## src/design/vdp_pkg.sv

```systemverilog
// shared types and constants for the palette port block
`timescale 1ns / 1ps

package vdp_pkg;

   localparam int PALETTE_ENTRIES_DEF = 256;

   localparam logic [7:0] BYTE_MASK = 8'hff;
   localparam logic [5:0] COMP_MASK = 6'h3f;
   localparam logic [7:0] MASK_RESET = BYTE_MASK;

   // component step codes
   localparam logic [1:0] STEP_RED = 2'd0;
   localparam logic [1:0] STEP_GREEN = 2'd1;
   localparam logic [1:0] STEP_BLUE = 2'd2;

   typedef enum logic [1:0] {
      OP_WRITE  = 2'd0,
      OP_READ   = 2'd1,
      OP_LOOKUP = 2'd2,
      OP_IDLE   = 2'd3
   } op_type;

   typedef enum logic [1:0] {
      SEL_MASK   = 2'd0,
      SEL_RINDEX = 2'd1,
      SEL_WINDEX = 2'd2,
      SEL_DATA   = 2'd3
   } sel_type;

   typedef enum logic [1:0] {
      RES_ZERO  = 2'd0,
      RES_BYTE  = 2'd1,
      RES_COMP  = 2'd2,
      RES_PIXEL = 2'd3
   } res_type;

   typedef struct packed {
      logic       rd_en;
      logic [7:0] rd_addr;
      logic       wr_en;
      logic [7:0] wr_addr;
      logic [1:0] wr_step;
      logic [5:0] wr_data;
   } mem_req_type;

   typedef struct packed {
      res_type    kind;
      logic [1:0] step;
      logic [7:0] value;
   } stage_type;

   typedef struct packed {
      logic [5:0] red;
      logic [5:0] green;
      logic [5:0] blue;
   } pal_data_type;

endpackage

```

## src/design/vdp_resp.sv

```systemverilog
// pipeline stage, result formatting and output register
`timescale 1ns / 1ps

module vdp_resp
   import vdp_pkg::*;
(
   input  logic         clock,
   input  logic         reset,
   input  logic         accept,
   input  stage_type    stage_info,
   input  pal_data_type rd_data,
   output logic         req_ready,
   input  logic         rsp_tready,
   output logic         rsp_tvalid,
   output logic [31:0]  rsp_tdata
);

   logic        stage_valid_ff, stage_valid_in;
   stage_type   stage_ff;
   logic        out_valid_ff, out_valid_in;
   logic [31:0] out_data_ff;
   logic        stage_move;
   logic [7:0]  rdata;
   logic [7:0]  red;
   logic [7:0]  green;
   logic [7:0]  blue;
   logic [5:0]  comp;

   assign stage_move = stage_valid_ff && (!out_valid_ff || rsp_tready);
   assign req_ready = !stage_valid_ff || stage_move;

   always_comb begin
      case (stage_ff.step)
         STEP_RED: comp = rd_data.red;
         STEP_GREEN: comp = rd_data.green;
         STEP_BLUE: comp = rd_data.blue;
         default: comp = '0;
      endcase
      rdata = '0;
      red = '0;
      green = '0;
      blue = '0;
      case (stage_ff.kind)
         RES_BYTE: rdata = stage_ff.value;
         RES_COMP: rdata = {2'b00, comp};
         RES_PIXEL: begin
            red = {rd_data.red, 2'b00};
            green = {rd_data.green, 2'b00};
            blue = {rd_data.blue, 2'b00};
         end
         default: ;
      endcase
   end

   always_comb begin
      stage_valid_in = stage_valid_ff;
      if (accept) begin
         stage_valid_in = 1'b1;
      end else if (stage_move) begin
         stage_valid_in = 1'b0;
      end
      out_valid_in = out_valid_ff;
      if (stage_move) begin
         out_valid_in = 1'b1;
      end else if (rsp_tready) begin
         out_valid_in = 1'b0;
      end
   end

   always_ff @(posedge clock) begin
      if (reset) begin
         stage_valid_ff <= 1'b0;
         out_valid_ff <= 1'b0;
      end else begin
         stage_valid_ff <= stage_valid_in;
         out_valid_ff <= out_valid_in;
      end
   end

   always_ff @(posedge clock) begin
      if (accept) begin
         stage_ff <= stage_info;
      end
      if (stage_move) begin
         out_data_ff <= {blue, green, red, rdata};
      end
   end

   assign rsp_tvalid = out_valid_ff;
   assign rsp_tdata = out_data_ff;

`ifndef ASSERT_OFF
   a_zero_result: assert property (@(posedge clock) disable iff (reset)
      stage_move && (stage_ff.kind == RES_ZERO) |=> out_data_ff == '0)
      else $error("write or idle transaction gave nonzero result");

   a_pixel_widen: assert property (@(posedge clock) disable iff (reset)
      stage_move |=> (out_data_ff[9:8] == 2'b00) && (out_data_ff[17:16] == 2'b00)
      && (out_data_ff[25:24] == 2'b00))
      else $error("color component not widened by two");
`endif

endmodule

```

## config.mk

```make
export PLATFORM = sky130hd
export DESIGN_NAME = vdp_resp
export DESIGN_NICKNAME = d
export VERILOG_FILES = /design/src/design/vdp_pkg.sv /design/src/design/vdp_resp.sv
export SDC_FILE = /design/constraint.sdc
export NUM_CORES = 1
export LEC_CHECK = 0
export ABC_AREA = 1
export BUFFER_PORTS_ARGS = -buffer_cell sky130_fd_sc_hd__buf_2
export CAP_MARGIN = 10
export CORE_AREA = 4 4 59 75
export DETAILED_ROUTE_END_ITERATION = 10
export DIE_AREA = 0 0 63 79
export PLACE_DENSITY = 0.76
export SLEW_MARGIN = 25
export SYNTH_ARGS = -nofsm -noshare
export SYNTH_HDL_FRONTEND = slang
export SYNTH_SLANG_ARGS = --single-unit
```

## constraint.sdc

```tcl
create_clock -name clock -period 2.3 [get_ports clock]
set_input_delay 0.115 -clock clock [delete_from_list [all_inputs] [get_ports clock]]
set_output_delay 0.115 -clock clock [all_outputs]
set_load 0.01 [all_outputs]
```

# Yosys cells after proc, flatten, opt, wreduce, memory -nomap -nowiden

Cells that the tools add are included.

Flip-flop bits (word level): 46
Word-level logic and storage cells: 26

Multiplexer cells: 6
Reduce and logical (&&, ||, !) cells: 8
Equal/unequal tests: 5

Operators by type and width:

| kind                                                             | count |
|---|---|
| 6-bit one-hot mux with 3 select lines                            | 1 |
| 8-bit one-hot mux with 2 select lines                            | 1 |
| 2-bit == test (second input constant)                            | 3 |
| 2-bit by 1-bit == test with 1-bit output (second input constant) | 2 |
| 1-bit two-way mux                                                | 4 |
| 2-bit nonzero test                                               | 2 |
| 1-bit zero test                                                  | 2 |
| 2-bit zero test                                                  | 1 |
| 1-bit logical OR                                                 | 2 |
| 1-bit logical AND                                                | 1 |

# Logic depth before layout (Yosys ltp)

Word-level depth: 5
Mapped depth: 7

# Least setup slack after synthesis

Ideal clock, no wire load.

Kind: reg2reg
From: register out_valid_ff, in the netlist rsp_tvalid
To: register out_data_ff[0], in the netlist rsp_tdata[0] (enable)
Setup slack: 0.198 ns
Buffers on the path: 0
Stages on the path, launching flop included: 2
Period minus slack after synthesis: 2.102 ns
Setup time: 0.418 ns
Arrival time: 1.684 ns
Cell sequence: dfxtp_1 > a21oi_1

Longest elaborated chain between the ends: 3

RTL lines:

| element                | RTL line       | RTL |
|---|---|---|
| from (decl)            | vdp_resp.sv:20 | `logic out_valid_ff, out_valid_in;` |
| from (signal assigned) | vdp_resp.sv:76 | `out_valid_ff <= out_valid_in;` |
| 1-bit zero test        | vdp_resp.sv:29 | `assign stage_move = stage_valid_ff && (!out_valid_ff \|\| rsp_tready);` |
| 1-bit logical OR       | vdp_resp.sv:29 |  |
| 1-bit logical AND      | vdp_resp.sv:29 |  |
| to (signal assigned)   | vdp_resp.sv:85 | `out_data_ff <= {blue, green, red, rdata};` |
| to (decl)              | vdp_resp.sv:21 | `logic [31:0] out_data_ff;` |

No other way between the ends.
A chain may end at the register's enable or synchronous reset.

# Worst setup path in the final report

From: register stage_ff[10] (netlist name)
To: register out_data_ff[0], in the netlist rsp_tdata[0] (data pin)

Longest elaborated chain between the ends: 2
Elaborated cells between the ends (all ways): 3
Those cells by class: eq/ne (2); mux (1)

RTL lines:

| element                                                                          | RTL line       | RTL |
|---|---|---|
| from (decl)                                                                      | vdp_resp.sv:19 | `stage_type stage_ff;` |
| from (signal assigned)                                                           | vdp_resp.sv:82 | `stage_ff <= stage_info;` |
| 2-bit == test / 2-bit by 1-bit == test with 1-bit output (equally long branches) | vdp_resp.sv:43 | `case (stage_ff.kind)` |
| 8-bit one-hot mux with 2 select lines *                                          | vdp_resp.sv:43 |  |
| named net rdata[0]                                                               | vdp_resp.sv:23 | `logic [7:0] rdata;` |

Mark *: on every way through the listed nets, which the timed path passes. The rest lies on a longest branch.

==> results.toml <==
[timing]
worst-slew-pin-transition_ps = 529.6
finalSetupViolCount = 0
clock_skew_ps = 4.942
unrepaired_setup_endpoints_after_global_routing = "no"
finalHoldViolations = 0
max_freq_mhz = 720.6
layout_worst_path_cycle_share_pct = 60.34
final_critical_path_time_including_i_o_delays_and_setup_ps = 1388
worst_hold_slack_ps = 21.80
max-slew-margin-rel_pct = 64.70
fin_tns_setup_ps = 0
final-max-slew-violation-count = 0

[layout]
areaGrowthSynthToFinish_pct = 28.93
final_design_area_no_fill_um2 = 2236
layout_cell_share_with_drive_strength_beyond_1_pct = 31.30
final_cell_mix = "61 x sky130_fd_sc_hd__buf_2, 47 x sky130_fd_sc_hd__nand2_1, 38 x sky130_fd_sc_hd__edfxtp_1"
num-nets-final = 267
antenna_cells = 0
final-seq-area_um2 = 1181
filler_cell_count = 282
finish.utilization_pct = 60.07
area_taken_by_multi_input_logic_gates_um2 = 394.1
final_common_cell = "sky130_fd_sc_hd__buf_2"

[logic_synthesis]
ys.warnings.count = 0
ys_seq_elements = 40
synth.lib_cells_used.distinct = 15
synthesized_area_per_cell_um2 = 11.26
synthesized_instance_count = 154
seq_area_frac_synth_pct = 68.11
post_synth_instance_area_um2 = 1734

[drt]
routed_wire_length_per_instance_um = 12.79
drt-vias-per-instance = 4.630
via_count = 1250
route.final.wire_length_mm = 3.453
final_antenna_net_count = 0
drt_pass1_iterations = 4
route.detailed.drc = 0
dr.first_iter.drc_count = 40

[clocking]
path_clk_slew_ps = 60
postCtsHoldBufs = 11
postCtsResizedCells = 0
clk-insertion-delay-late_ps = 290
cts_root_buf = "sky130_fd_sc_hd__clkbuf_8"
cts_setup_buffers = 0
htree_num_levels = 2
cts-buffers-inserted = 5
clock_sink_count = 40
cts_tree = "yes"
cts_max_path_buffers = 2

[setup_path]
flop2flop_setup_slack_ps = 910
timing.critical_path.from_type = "flip-flop"
worst-path-max-fanout = 6
worst-endpoint-required_ps = 2460
worstSetupEndpointType = "flip-flop"
ff2ff_path_depth = 7
cp_common_cell = "sky130_fd_sc_hd__nand2_1"
worst_r2r_startpoint = "stage_ff[10]"
critPathArrivalTime_ps = 1540
worst-setup-path-type = "reg2reg"
slowest_stage = "sky130_fd_sc_hd__edfxtp_1"
reg2reg_to = "rsp_tdata[0]"
critical_path.max_stage_delay_ps = 390
worstPathCellList = "inv_1 > ha_1 > inv_1 > nand2_1 > a21oi_4 > nand2_1 > nand2_1"

[die]
io_pins = 68
die-area_um2 = 4977
core_region_area_um2 = 3722
rows = 25
initial_utilization_pct = 46.59
die_y_um = 79
die_w_um = 63

[status]
run_status = "finished clean"

[global_route]
grt_most_used_layer = "met2"
grt_remaining_overflow = 0
grt_max_degree = 27
global_route.usage.met2_pct = 25.66
grt_util_met3_pct = 5.799
gr-usage-all-layers_pct = 14.75
number_of_antenna_violations_at_the_first_check_in_global_routing = 0
use_met1_pct = 16.43
via_count_of_the_first_global_routing_pass = 1232
first_pass_grt_wire_length_mm = 5.595

[power_and_ir_drop]
peakVddDrop_mv = 0.4771
p_leak_uw = 0.001133
power.density_cell_area_nw_per_um2 = 654.4

[hold_path]
hold_start = "stage_info[3]"
hold_class = "in2reg"
worstHoldPathCells = 1
hold_end = "stage_ff[3]"

[flow_run]
max_cap_viol_count = 0

[place]
placement.io_buffers = 61
final_weighted_congestion_of_routability_driven_global_placement = 0.7715
cell_area_placed_um2 = 2039
hpwlAfterDp_mm = 2.500
-- registers in the layout, indices dropped and copies added (netlist names) --
signal	count
rsp_tdata	26
rsp_tvalid	1
stage_valid_ff	1
stage_ff	12
-- stage by stage --
stage / std cells / power (uW) / worst slack, ps
2_1_floorplan: 159 / 984.7 / 198.3
3_3_place_gp: 251 / 1042 / 968.8
3_5_place_dp: 251 / 1048 / 911.6
4_1_cts: 269 / 1480 / 903.3
5_1_grt: 270 / 1538 / 789.4
6_report: 270 / 1463 / 912.3
-- logic make-up after synthesis --
group	Yosys count	share of synthesized area (%)
compound gates	4	1.804
fa+ha+maj	3	2.165
buf+inv	37	10.46
flops	40	68.11
other cells	1	0.2162
simple gates	69	17.24
-- how the worst max path moves through the flow --
stage                 startpoint            to  slack [ps]  cells after the start
finish              stage_ff[10]  rsp_tdata[0]         910                      7
global route        stage_ff[10]  rsp_tdata[4]         790                      7
CTS                 stage_ff[10]  rsp_tdata[0]         900                      7
detailed placement  stage_ff[11]  rsp_tdata[5]         910                      6
global placement    stage_ff[10]  rsp_tdata[0]         970                      7
floorplan             rsp_tvalid  rsp_tdata[0]         200                      1
-- final cells by class --
type / count / area share [%]
inverter: 27 / 4.533
sequential: 40 / 52.83
timing repair buffer: 74 / 19.36
clock inverter: 2 / 0.3358
clock buffer: 5 / 3.078
multi-input combinational: 82 / 17.63
tap: 40 / 2.238
-- worst max-delay path, delay by kind of cell (launching register included) --
family | cells | cell delay (ps)
DFF | 1 | 390
and+or+nand+nor | 3 | 230
adders and majority gates | 1 | 320
buffers and inverters | 2 | 150
AOI/OAI and AO/OA | 1 | 180
-- per-layer routing --
layer  up-vias  share of wire (%)
met3         6                9.4
met4         0                1.5
li1        634                  -
met1       549                 40
met2        61                 49
met5         -                  0
-- power by group --
part	total, uW	internal (uW)	switching (uW)
Clock	416	200	216
Combinational	177	76.7	99.9
Sequential	870	846	24.3
-- Yosys cell counts (all sizes together) --
library cell,number,share of area [%]
inv,27,5.8
ha,3,2.2
nand3,19,5.5
nand2,47,10
edfxtp,38,66
buf,10,4.6
a21oi,4,1.8
nor2,3,1.6
conb,1,0.22
dfxtp,2,2.3
Note: power is estimated with default switching activity, not from simulation.
