$ cat src/design/vdp_pkg.sv
// shared types and constants for the palette port block
`timescale 1ns / 1ps

package vdp_pkg;

   localparam int PALETTE_ENTRIES_DEF = 256;

   localparam logic [7:0] BYTE_MASK = 8'hff;
   localparam logic [5:0] COMP_MASK = 6'h3f;
   localparam logic [7:0] MASK_RESET = BYTE_MASK;

   // component step codes
   localparam logic [1:0] STEP_RED = 2'd0;
   localparam logic [1:0] STEP_GREEN = 2'd1;
   localparam logic [1:0] STEP_BLUE = 2'd2;

   typedef enum logic [1:0] {
      OP_WRITE  = 2'd0,
      OP_READ   = 2'd1,
      OP_LOOKUP = 2'd2,
      OP_IDLE   = 2'd3
   } op_type;

   typedef enum logic [1:0] {
      SEL_MASK   = 2'd0,
      SEL_RINDEX = 2'd1,
      SEL_WINDEX = 2'd2,
      SEL_DATA   = 2'd3
   } sel_type;

   typedef enum logic [1:0] {
      RES_ZERO  = 2'd0,
      RES_BYTE  = 2'd1,
      RES_COMP  = 2'd2,
      RES_PIXEL = 2'd3
   } res_type;

   typedef struct packed {
      logic       rd_en;
      logic [7:0] rd_addr;
      logic       wr_en;
      logic [7:0] wr_addr;
      logic [1:0] wr_step;
      logic [5:0] wr_data;
   } mem_req_type;

   typedef struct packed {
      res_type    kind;
      logic [1:0] step;
      logic [7:0] value;
   } stage_type;

   typedef struct packed {
      logic [5:0] red;
      logic [5:0] green;
      logic [5:0] blue;
   } pal_data_type;

endpackage

$ cat src/design/vdp_ctrl.sv
// port registers, component step and transaction decode
`timescale 1ns / 1ps

module vdp_ctrl
   import vdp_pkg::*;
(
   input  logic        clock,
   input  logic        reset,
   input  logic        accept,
   input  op_type      op,
   input  sel_type     sel,
   input  logic [7:0]  write_data,
   input  logic [7:0]  pixel_value,
   output mem_req_type mem_req,
   output stage_type   stage_info
);

   logic [7:0] mask_ff, mask_in;
   logic [7:0] rptr_ff, rptr_in;
   logic [7:0] wptr_ff, wptr_in;
   logic [1:0] step_ff, step_in;
   logic       last_step;
   logic [1:0] step_next;

   assign last_step = (step_ff == STEP_BLUE);
   assign step_next = last_step ? STEP_RED : 2'(step_ff + 2'd1);

   always_comb begin
      mask_in = mask_ff;
      rptr_in = rptr_ff;
      wptr_in = wptr_ff;
      step_in = step_ff;
      if (accept) begin
         case (op)
            OP_WRITE: begin
               case (sel)
                  SEL_MASK: mask_in = write_data;
                  SEL_RINDEX: begin
                     rptr_in = write_data;
                     step_in = STEP_RED;
                  end
                  SEL_WINDEX: begin
                     wptr_in = write_data;
                     step_in = STEP_RED;
                  end
                  default: begin
                     step_in = step_next;
                     if (last_step) begin
                        wptr_in = 8'(wptr_ff + 8'd1);
                     end
                  end
               endcase
            end
            OP_READ: begin
               if (sel == SEL_DATA) begin
                  step_in = step_next;
                  if (last_step) begin
                     rptr_in = 8'(rptr_ff + 8'd1);
                  end
               end
            end
            default: ;
         endcase
      end
   end

   always_comb begin
      mem_req.rd_en = accept;
      mem_req.rd_addr = (op == OP_LOOKUP) ? (pixel_value & mask_ff) : rptr_ff;
      mem_req.wr_en = accept && (op == OP_WRITE) && (sel == SEL_DATA);
      mem_req.wr_addr = wptr_ff;
      mem_req.wr_step = step_ff;
      mem_req.wr_data = write_data[5:0] & COMP_MASK;

      stage_info.kind = RES_ZERO;
      stage_info.step = step_ff;
      stage_info.value = '0;
      case (op)
         OP_READ: begin
            case (sel)
               SEL_MASK: begin
                  stage_info.kind = RES_BYTE;
                  stage_info.value = mask_ff;
               end
               SEL_RINDEX: begin
                  stage_info.kind = RES_BYTE;
                  stage_info.value = rptr_ff;
               end
               SEL_WINDEX: begin
                  stage_info.kind = RES_BYTE;
                  stage_info.value = wptr_ff;
               end
               default: stage_info.kind = RES_COMP;
            endcase
         end
         OP_LOOKUP: stage_info.kind = RES_PIXEL;
         default: stage_info.kind = RES_ZERO;
      endcase
   end

   always_ff @(posedge clock) begin
      if (reset) begin
         mask_ff <= MASK_RESET;
         rptr_ff <= '0;
         wptr_ff <= '0;
         step_ff <= STEP_RED;
      end else begin
         mask_ff <= mask_in;
         rptr_ff <= rptr_in;
         wptr_ff <= wptr_in;
         step_ff <= step_in;
      end
   end

`ifndef ASSERT_OFF
   a_step_range: assert property (@(posedge clock) disable iff (reset)
      step_ff != 2'd3)
      else $error("component step out of range");

   a_index_clears_step: assert property (@(posedge clock) disable iff (reset)
      accept && (op == OP_WRITE) && (sel == SEL_RINDEX || sel == SEL_WINDEX)
      |=> step_ff == STEP_RED)
      else $error("index write did not clear component step");

   a_wptr_wrap: assert property (@(posedge clock) disable iff (reset)
      accept && (op == OP_WRITE) && (sel == SEL_DATA) && (step_ff == STEP_BLUE)
      |=> wptr_ff == 8'($past(wptr_ff) + 8'd1))
      else $error("write index did not advance after blue");
`endif

endmodule

$ cat config.mk
export PLATFORM = sky130hd
export DESIGN_NAME = vdp_ctrl
export DESIGN_NICKNAME = d
export VERILOG_FILES = /design/src/design/vdp_pkg.sv /design/src/design/vdp_ctrl.sv
export SDC_FILE = /design/constraint.sdc
export NUM_CORES = 1
export LEC_CHECK = 0
export BUFFER_PORTS_ARGS = -buffer_cell sky130_fd_sc_hd__buf_4
export CAP_MARGIN = 40
export CELL_PAD_IN_SITES_DETAIL_PLACEMENT = 1
export CELL_PAD_IN_SITES_GLOBAL_PLACEMENT = 1
export CORE_AREA = 2 2 76 78
export CTS_CLUSTER_DIAMETER = 200
export DETAILED_ROUTE_END_ITERATION = 10
export DIE_AREA = 0 0 78 80
export GPL_TIMING_DRIVEN = 0
export PLACE_DENSITY = 0.9
export SYNTH_ARGS = -nofsm -noshare
export SYNTH_HDL_FRONTEND = slang
export SYNTH_SLANG_ARGS = --single-unit
$ cat constraint.sdc
create_clock -name clock -period 2 [get_ports clock]
set_input_delay 0.4 -clock clock [delete_from_list [all_inputs] [get_ports clock]]
set_output_delay 0.4 -clock clock [all_outputs]
set_load 0.005 [all_outputs]
## Word level (Yosys, flattened, before mapping)

Cells that the tools add are included.

- Flip-flop bits (word level): 26
- Word-level logic and storage cells: 47

- $add $sub $neg: 3
- Equality and inequality tests: 10
- Bitwise operators: 2
- Multiplexer cells: 15
- Reduce and logical (&&, ||, !) cells: 13

Operators with widths:

| operator | count |
|---|---|
| two-way mux 8 bit | 6 |
| case mux 8 bit (2 select lines) | 2 |
| case mux 8 bit (3 select lines) | 1 |
| adder 8 x 1 -> 8 bit, second input constant | 2 |
| case mux 2 bit (2 select lines) | 3 |
| bitwise AND 8 bit | 1 |
| == test 2 bit, second input constant | 4 |
| AND reduction 4 bit | 2 |
| two-way mux 2 bit | 3 |
| inequality test 2 bit, second input constant | 3 |
| AND reduction 5 bit | 1 |
| == test 2 x 1 -> 1 bit, second input constant | 2 |
| logical NOT 2 bit | 2 |
| nonzero test 2 bit | 2 |
| OR reduction 2 bit | 2 |
| AND reduction 3 bit | 1 |
| OR reduction 3 bit | 1 |
| adder 2 x 1 -> 2 bit, second input constant | 1 |
| logical AND 1 bit | 2 |
| inequality test 2 x 1 -> 1 bit, second input constant | 1 |
| NOT 1 bit | 1 |

## Longest topological paths before layout

Gate-level depths: netlist of the first run.

- Word-level depth: 4
- Gate-level depth with buffers: 8
- Depth with buffers taken out: 6

## Worst setup path before layout of the first run

Ideal clock, no wire load.

- Kind: in2out
- From: input op[0]
- To: output mem_req[22] in the netlist's numbering
- Required time: 1600 ps
- Setup slack: 338 ps
- Data arrival time: 1262 ps
- Buffers on the path: 2
- Cell stages on the path: 6
- Cell sequence: inv_1 -> ha_1 -> clkbuf_1 -> clkbuf_1 -> nand3_1 -> o21ai_0

RTL lines:

| what | RTL line | text |
|---|---|---|
| start: declaration | vdp_ctrl.sv:10 | `input op_type op,` |
| end: declaration | vdp_ctrl.sv:14 | `output mem_req_type mem_req,` |

==> impl_metrics.tcl, run 1 <==
set metrics [dict create \
    dp_cells 383 \
    period_share_pct 97.5 \
    yosys-top-cells-area "dfxtp_1 28%, ha_1 6.7%, nand2_1 6.4%" \
    drcViolationCount 0 \
    gr-total-overflow 0 \
    synth_top_area_share_pct 27.7 \
    ys_seq_area_share_pct 27.7 \
    die_area_mm2 0.00624 \
    cts_sinks 26 \
    synthMostInstantiatedCell "nand2_1" \
    dieHeight_um 80 \
    crit_type "in2out" \
    gr-usage-all-layers_pct 22.2 \
    fin_skew_ns 0.00201 \
    core_area_mm2 0.00541 \
    synthCells 252 \
    tritoncts "done" \
    drive_above_1_share_pct 30.4 \
    clkLatencyLatePin_ns 0.28 \
    rsz0062_at_grt "no" \
    hp-class "in2reg" \
    numCtsBuffers 3 \
    syn_avg_cell_area_um2 7.46 \
    yosysTopAreaCell "dfxtp_1" \
    start_util_pct 34.8 \
    areaGrowthSynthToFinish_pct 33.4 \
    power.leakage_nw 1.04 \
    yosys-top-cells-count "32 x nand2_1, 26 x dfxtp_1, 22 x o21ai_0" \
    endpoint_kind "output pin" \
    vias 2174 \
    yosys_register_bits 26 \
    powerDensity_mw_per_mm2 479 \
    place.port_buffers 59 \
    path_clk_slew_ns 0.10 \
    cts_buffer_depth 2 \
    drt_iter0_drc 141 \
    drv_cap 0 \
    fillers 676 \
    cts_hold_buf 0 \
    finalSetupViolCount 0 \
    crit_fanout 10 \
    ys_async_sr_fraction_pct 0 \
    synth_area_mm2 0.00188 \
    synth_nets 285 \
    cts_root_buf "clkbuf_8" \
    wl_per_cell_um 17.8 \
    cp_data_required_time_ns 1.60 \
    die_w_um 78 \
    antenna_found_initial 0 \
    drt-pass1-iter-count 4 \
    finalHoldViolations 0 \
    vdd_drop_max_mv 0.315 \
    finalWorstSetupSlack_ns 0.0504 \
    worst_pin_slew_ns 0.552 \
    post-cts-setup-buffers 0 \
    r2r_slack_ns 0.35 \
    antennaDiodeCount 0 \
    status "complete, no violations" \
    gp_congestion 0.785 \
    place_worst_setup_slack_ns -0.342 \
    ys_types 42 \
    max_freq_mhz 513 \
    arrival_ns 1.55 \
    start_kind "input pin" \
    rows 27 \
    maxSlewViolCount 0 \
    io_pins 61 \
    grt_max_degree 15 \
    slew_headroom_pct 63.2 \
    total_power_mw 1.20 \
    synth_edf_count 0 \
    viasPerCell 5.66 \
    final_cells 384 \
    min_period_ns 1.95 \
    grt_pass1_wl_um 11000 \
    fin_nets 346 \
    grt_pass1_vias 2062 \
    post-dp-hpwl_um 5220 \
    ant_nets 0 \
    finalWirelength_um 6830 \
    yosysWarnings 0 \
    ys.flop_type "dfxtp_1" \
    htree_levels 1 \
]
per-stage QoR:
step	hold WS, ns	cell area [µm²]	utilization (%)	setup TNS [ns]
6_report	0.365	2510	46.4	0
5_1_grt	0.373	2510	46.4	0
4_1_cts	0.363	2470	45.7	0
3_5_place_dp	0.485	2410	44.7	-3.68
3_3_place_gp	0.473	2410	44.7	-2.37
2_1_floorplan	0.460	1880	-	0
where the power goes:
group / internal, mW / leakage, nW / switching (mW) / total (mW)
logic: 0.143 / 0.803 / 0.144 / 0.287
clock network: 0.177 / 0.0288 / 0.187 / 0.364
registers: 0.531 / 0.211 / 0.0212 / 0.552
total: 0.850 / 1.04 / 0.352 / 1.20
final cells by class:
class | instances | area [µm²] | share of cell area, %
plain buffers | 21 | 145 | 5.79
well taps | 72 | 90.1 | 3.59
flip-flops and latches | 26 | 520 | 20.7
repair buffers | 59 | 443 | 17.7
multi-input cells | 186 | 1190 | 47.6
inverters | 16 | 60.1 | 2.39
clock buffers | 4 | 55.1 | 2.19
flip-flops by register name, indices dropped and copies added, names as in the netlist:
register / flops
rptr_ff: 8
step_ff: 2
mask_ff: 8
wptr_ff: 8
timing repair:
action / in CTS / in global routing
pin swaps: 2 / 3
resized for setup: 6 / 11
setup endpoints to repair: 15 / 4
worst max-delay path, cell delays in order:
cell and delay, ns:
buf_4 0.11, inv_2 0.04, ha_2 0.17, buf_6 0.14
a222oi_1 0.44, nor2_1 0.10, buf_4 0.15
cell families after synthesis:
kind of cell | count (synthesis) | synth area share, %
flip-flops | 26 | 27.7
adder cells (fa/ha/maj) | 10 | 6.65
AO/OA/AOI/OAI | 70 | 24.2
AND/OR/NAND/NOR | 103 | 29.2
multiplexers | 3 | 1.60
buffers and inverters | 40 | 10.6
path summary, 6_finish.rpt:
| kind | from | endpoint | cells past startpoint |
|---|---|---|---|
| hold reg to reg | mask_ff[1]$_SDFFE_PP1P_ | mask_ff[1]$_SDFFE_PP1P_ | 2 |
| hold / removal | write_data[6] | mask_ff[6]$_SDFFE_PP1P_ | 3 |
| setup reg to reg | step_ff[0]$_SDFFE_PP0P_ | rptr_ff[1]$_SDFFE_PP0P_ | 5 |
| setup / recovery | sel[1] | stage_info[3] | 7 |
per-layer routing:
metal  track usage [%]  wire length [µm]
met1              27.9              2910
met2              39.7              3550
met3              2.83               240
met4              6.49               125
met5                 0                 0
cells in the final DEF, fill, tap and decap left out, drive strengths merged:
master,Yosys,final
a211oi,4,4
a21boi,1,1
a21o,1,1
a21oi,20,20
a221o,1,1
a221oi,1,1
a222oi,8,8
a22o,1,1
a31oi,2,2
a32o,1,1
and2,1,1
and3,2,2
and4,3,3
and4bb,1,1
buf,17,76
clkbuf,7,8
dfxtp,26,26
ha,10,10
inv,16,16
mux2i,3,3
nand2,32,32
nand2b,3,3
nand3,18,18
nand3b,10,10
nand4,2,2
nor2,15,15
nor2b,7,7
nor3,1,1
nor4,4,4
o21a,2,2
o21ai,24,24
o2bb2ai,1,1
o31ai,1,1
o32ai,2,2
or2,2,2
or4,1,1
or4b,1,1
(Power assumes the default switching activity.)
==> run 2: changes to the inputs <==
--- a/config.mk
+++ b/config.mk
@@ -5,16 +5,17 @@
 export SDC_FILE = /design/constraint.sdc
 export NUM_CORES = 1
 export LEC_CHECK = 0
+export ABC_AREA = 1
 export BUFFER_PORTS_ARGS = -buffer_cell sky130_fd_sc_hd__buf_4
 export CAP_MARGIN = 40
 export CELL_PAD_IN_SITES_DETAIL_PLACEMENT = 1
 export CELL_PAD_IN_SITES_GLOBAL_PLACEMENT = 1
-export CORE_AREA = 2 2 76 78
+export CORE_AREA = 2 2 79 81
 export CTS_CLUSTER_DIAMETER = 200
 export DETAILED_ROUTE_END_ITERATION = 10
-export DIE_AREA = 0 0 78 80
+export DIE_AREA = 0 0 81 83
 export GPL_TIMING_DRIVEN = 0
-export PLACE_DENSITY = 0.9
+export PLACE_DENSITY = 0.91
 export SYNTH_ARGS = -nofsm -noshare
 export SYNTH_HDL_FRONTEND = slang
 export SYNTH_SLANG_ARGS = --single-unit
==> run 2 against run 1 <==
Effect of this change:
- maximum frequency grew 4.5%
- wire length shrank 0.42%
- combinational power is 9.4% higher
- global-route usage decreased by 1.3 points
- via count is 5.5% higher
- die area up 7.7%
- cell area grew 4.0%
- flip-flop and latch count unchanged
- critical path depth increased by 1
- highest routed layer unchanged
==> impl_metrics.tcl, run 2 <==
set metrics [dict create \
    synthCells 321 \
    crit_chain "buf_4 > inv_1 > ha_2 > clkinvlp_4 > o221ai_1 > nand2_1 > inv_1 > buf_4" \
    arrival_ns 1.47 \
    start_kind "input pin" \
    hp-class "in2reg" \
    rows 28 \
    min_period_ns 1.87 \
    post-dp-hpwl_um 5480 \
    htree_levels 1 \
    slew_headroom_pct 69.9 \
    finalSetupViolCount 0 \
    die_area_mm2 0.00672 \
    synthMostInstantiatedCell "nand2_1" \
    crit_type "in2out" \
    drv_cap 0 \
    numCtsBuffers 3 \
    wl_per_cell_um 14.9 \
    syn_avg_cell_area_um2 6.25 \
    crit_fanout 5 \
    power_switching_mw 0.367 \
    path_clk_slew_ns 0.09 \
    drt-met1-wl_um 2870 \
    yosysTopAreaCell "dfxtp_1" \
    cts_root_buf "clkbuf_8" \
    powerDensity_mw_per_mm2 451 \
    maxSlewViolCount 0 \
    share_comb_of_total_power_pct 26.7 \
    antennaDiodeCount 0 \
    fin_nets 417 \
    crit_path_top_delay_cell "ha_2" \
    cts_buffer_depth 2 \
    finalHoldViolations 0 \
    drt-pass1-iter-count 4 \
    power.leakage_nw 1.27 \
    place.port_buffers 59 \
    slowest_delay_ns 0.26 \
    drt_iter0_drc 123 \
    yosys_register_bits 26 \
    tns_ns 0 \
    cts_hold_buf 0 \
    vdd_drop_max_mv 0.208 \
    clkLatencyLatePin_ns 0.28 \
    yosys-top-cells-area "dfxtp_1 26%, nand2_1 17%, nand3_1 8.0%" \
    reg_top3 "mask_ff (8), rptr_ff (8), wptr_ff (8)" \
    synth_edf_count 0 \
    grt_max_degree 19 \
    gr-usage-all-layers_pct 20.9 \
    layout_commonest_cell "nand2_1" \
    cp_data_required_time_ns 1.60 \
    layout_common_cells "91 x nand2_1, 69 x buf_4, 40 x inv_1" \
    yosysWarnings 0 \
    grt_pass1_vias 2338 \
    synth_area_mm2 0.00201 \
    ant_nets 0 \
    yosys-top-cells-count "91 x nand2_1, 40 x inv_1, 32 x nand3_1" \
    areaGrowthSynthToFinish_pct 30.1 \
    max_freq_mhz 536 \
    finalWirelength_um 6800 \
    wl_met2_um 3600 \
    pwr-share-clk_pct 26.8 \
    ys_seq_area_share_pct 26.0 \
    ys_types 27 \
    met3RoutedLength_um 290 \
    vias 2294 \
    final_cells 457 \
    tritoncts "done" \
    seqPwrFrac_pct 46.5 \
    endpoint_kind "output pin" \
    die_w_um 81 \
    start_util_pct 34.5 \
    worst_pin_slew_ns 0.451 \
    dp_cells 455 \
    viasPerCell 5.02 \
    synth_top_area_share_pct 26.0 \
    core_area_mm2 0.00582 \
    period_share_pct 93.3 \
    fin_skew_ns 0.00402 \
    top_layer_used "met4" \
    ys.flop_type "dfxtp_1" \
    io_pins 61 \
    drive_above_1_share_pct 24.3 \
    cts_sinks 26 \
    swShare_pct 31.2 \
    grt_pass1_wl_um 11200 \
    ys_async_sr_fraction_pct 0 \
    status "complete, no violations" \
    gr-total-overflow 0 \
    synth_nets 354 \
    gp_congestion 0.853 \
    drcViolationCount 0 \
    dieHeight_um 83 \
    power.internal_mw 0.810 \
    antenna_found_initial 0 \
]
-- run 2: cell count changes in the layout (fill, tap and decap cells not counted), sizes merged, moves of 4 or more --
cell / change
a222oi: -8
nor2b: -7
o21ai: +6
nand3: +15
nor2: +18
nand3b: -10
o221ai: +7
nand2: +61
inv: +27
a211oi: -4
nor4: -4
-- run 2: final timing paths --
check                          start                       to  slack, ns  cells past startpoint
max                           sel[1]            stage_info[4]       0.13                      8
min                    write_data[3]  mask_ff[3]$_SDFFE_PP1P_       0.37                      3
max reg2reg  step_ff[0]$_SDFFE_PP0P_  rptr_ff[4]$_SDFFE_PP0P_       0.60                      7
min reg2reg  rptr_ff[7]$_SDFFE_PP0P_  rptr_ff[7]$_SDFFE_PP0P_       0.49                      2
-- run 2: power groups by stage --
stage | Sequential, mW | Clock [mW] | Combinational, mW
final | 0.547 | 0.315 | 0.314
after global placement | 0.558 | 0 | 0.297
after detailed placement | 0.559 | 0 | 0.307
after global routing | 0.549 | 0.339 | 0.350
after CTS | 0.547 | 0.318 | 0.310
after floorplan | 0.555 | 0 | 0.169
-- run 2: cell families after synthesis --
family / count (synthesis) / share of synthesized area [%]
AND/OR/NAND/NOR: 161 / 34.9
buffers and inverters: 65 / 16.2
AO/OA/AOI/OAI: 59 / 16.7
flip-flops: 26 / 26.0
adder cells (fa/ha/maj): 10 / 6.24
-- run 2: area by class of cell --
type / instances / area (µm²)
Fill cell: 815 / 3210
Multi-Input combinational cell: 230 / 1180
Sequential cell: 26 / 520
Timing Repair Buffer: 60 / 450
Inverter: 47 / 203
Buffer: 15 / 115
Tap cell: 75 / 93.8
Clock buffer: 3 / 41.3
Timing Repair inverter: 1 / 7.51
-- run 2: metal layers --
layer / vias up / global-route usage (%)
li1: 1148 / -
met5: - / 0
met2: 53 / 37.7
met1: 1086 / 25.5
met3: 7 / 3.70
met4: 0 / 4.31
-- run 2: critical path, delay by kind of cell --
family	cells	cell delay, ns
adder cells (fa/ha/maj)	1	0.26
AO/OA/AOI/OAI	1	0.22
AND/OR/NAND/NOR	1	0.07
buffers and inverters	5	0.51
-- run 2: metrics by stage --
stage                     setup slack [ns]  util [%]  area (µm²)  hold WS (ns)  power [mW]
after floorplan                      0.249         -        2010         0.450       0.724
after global placement              -0.205      43.7        2540         0.470       0.854
after detailed placement            -0.235      43.7        2540         0.480       0.866
after CTS                           0.0466      44.5        2590         0.376        1.17
after global routing              -0.00841      44.9        2610         0.381        1.24
final                                0.134      44.9        2610         0.374        1.18
-- run 2: repair_timing --
action,4_1_cts,5_1_grt
resized for setup,4,5
setup endpoints to repair,13,13
pin swaps,0,0
hold endpoints to repair,0,0
buffers inserted,0,1
cloned,0,1
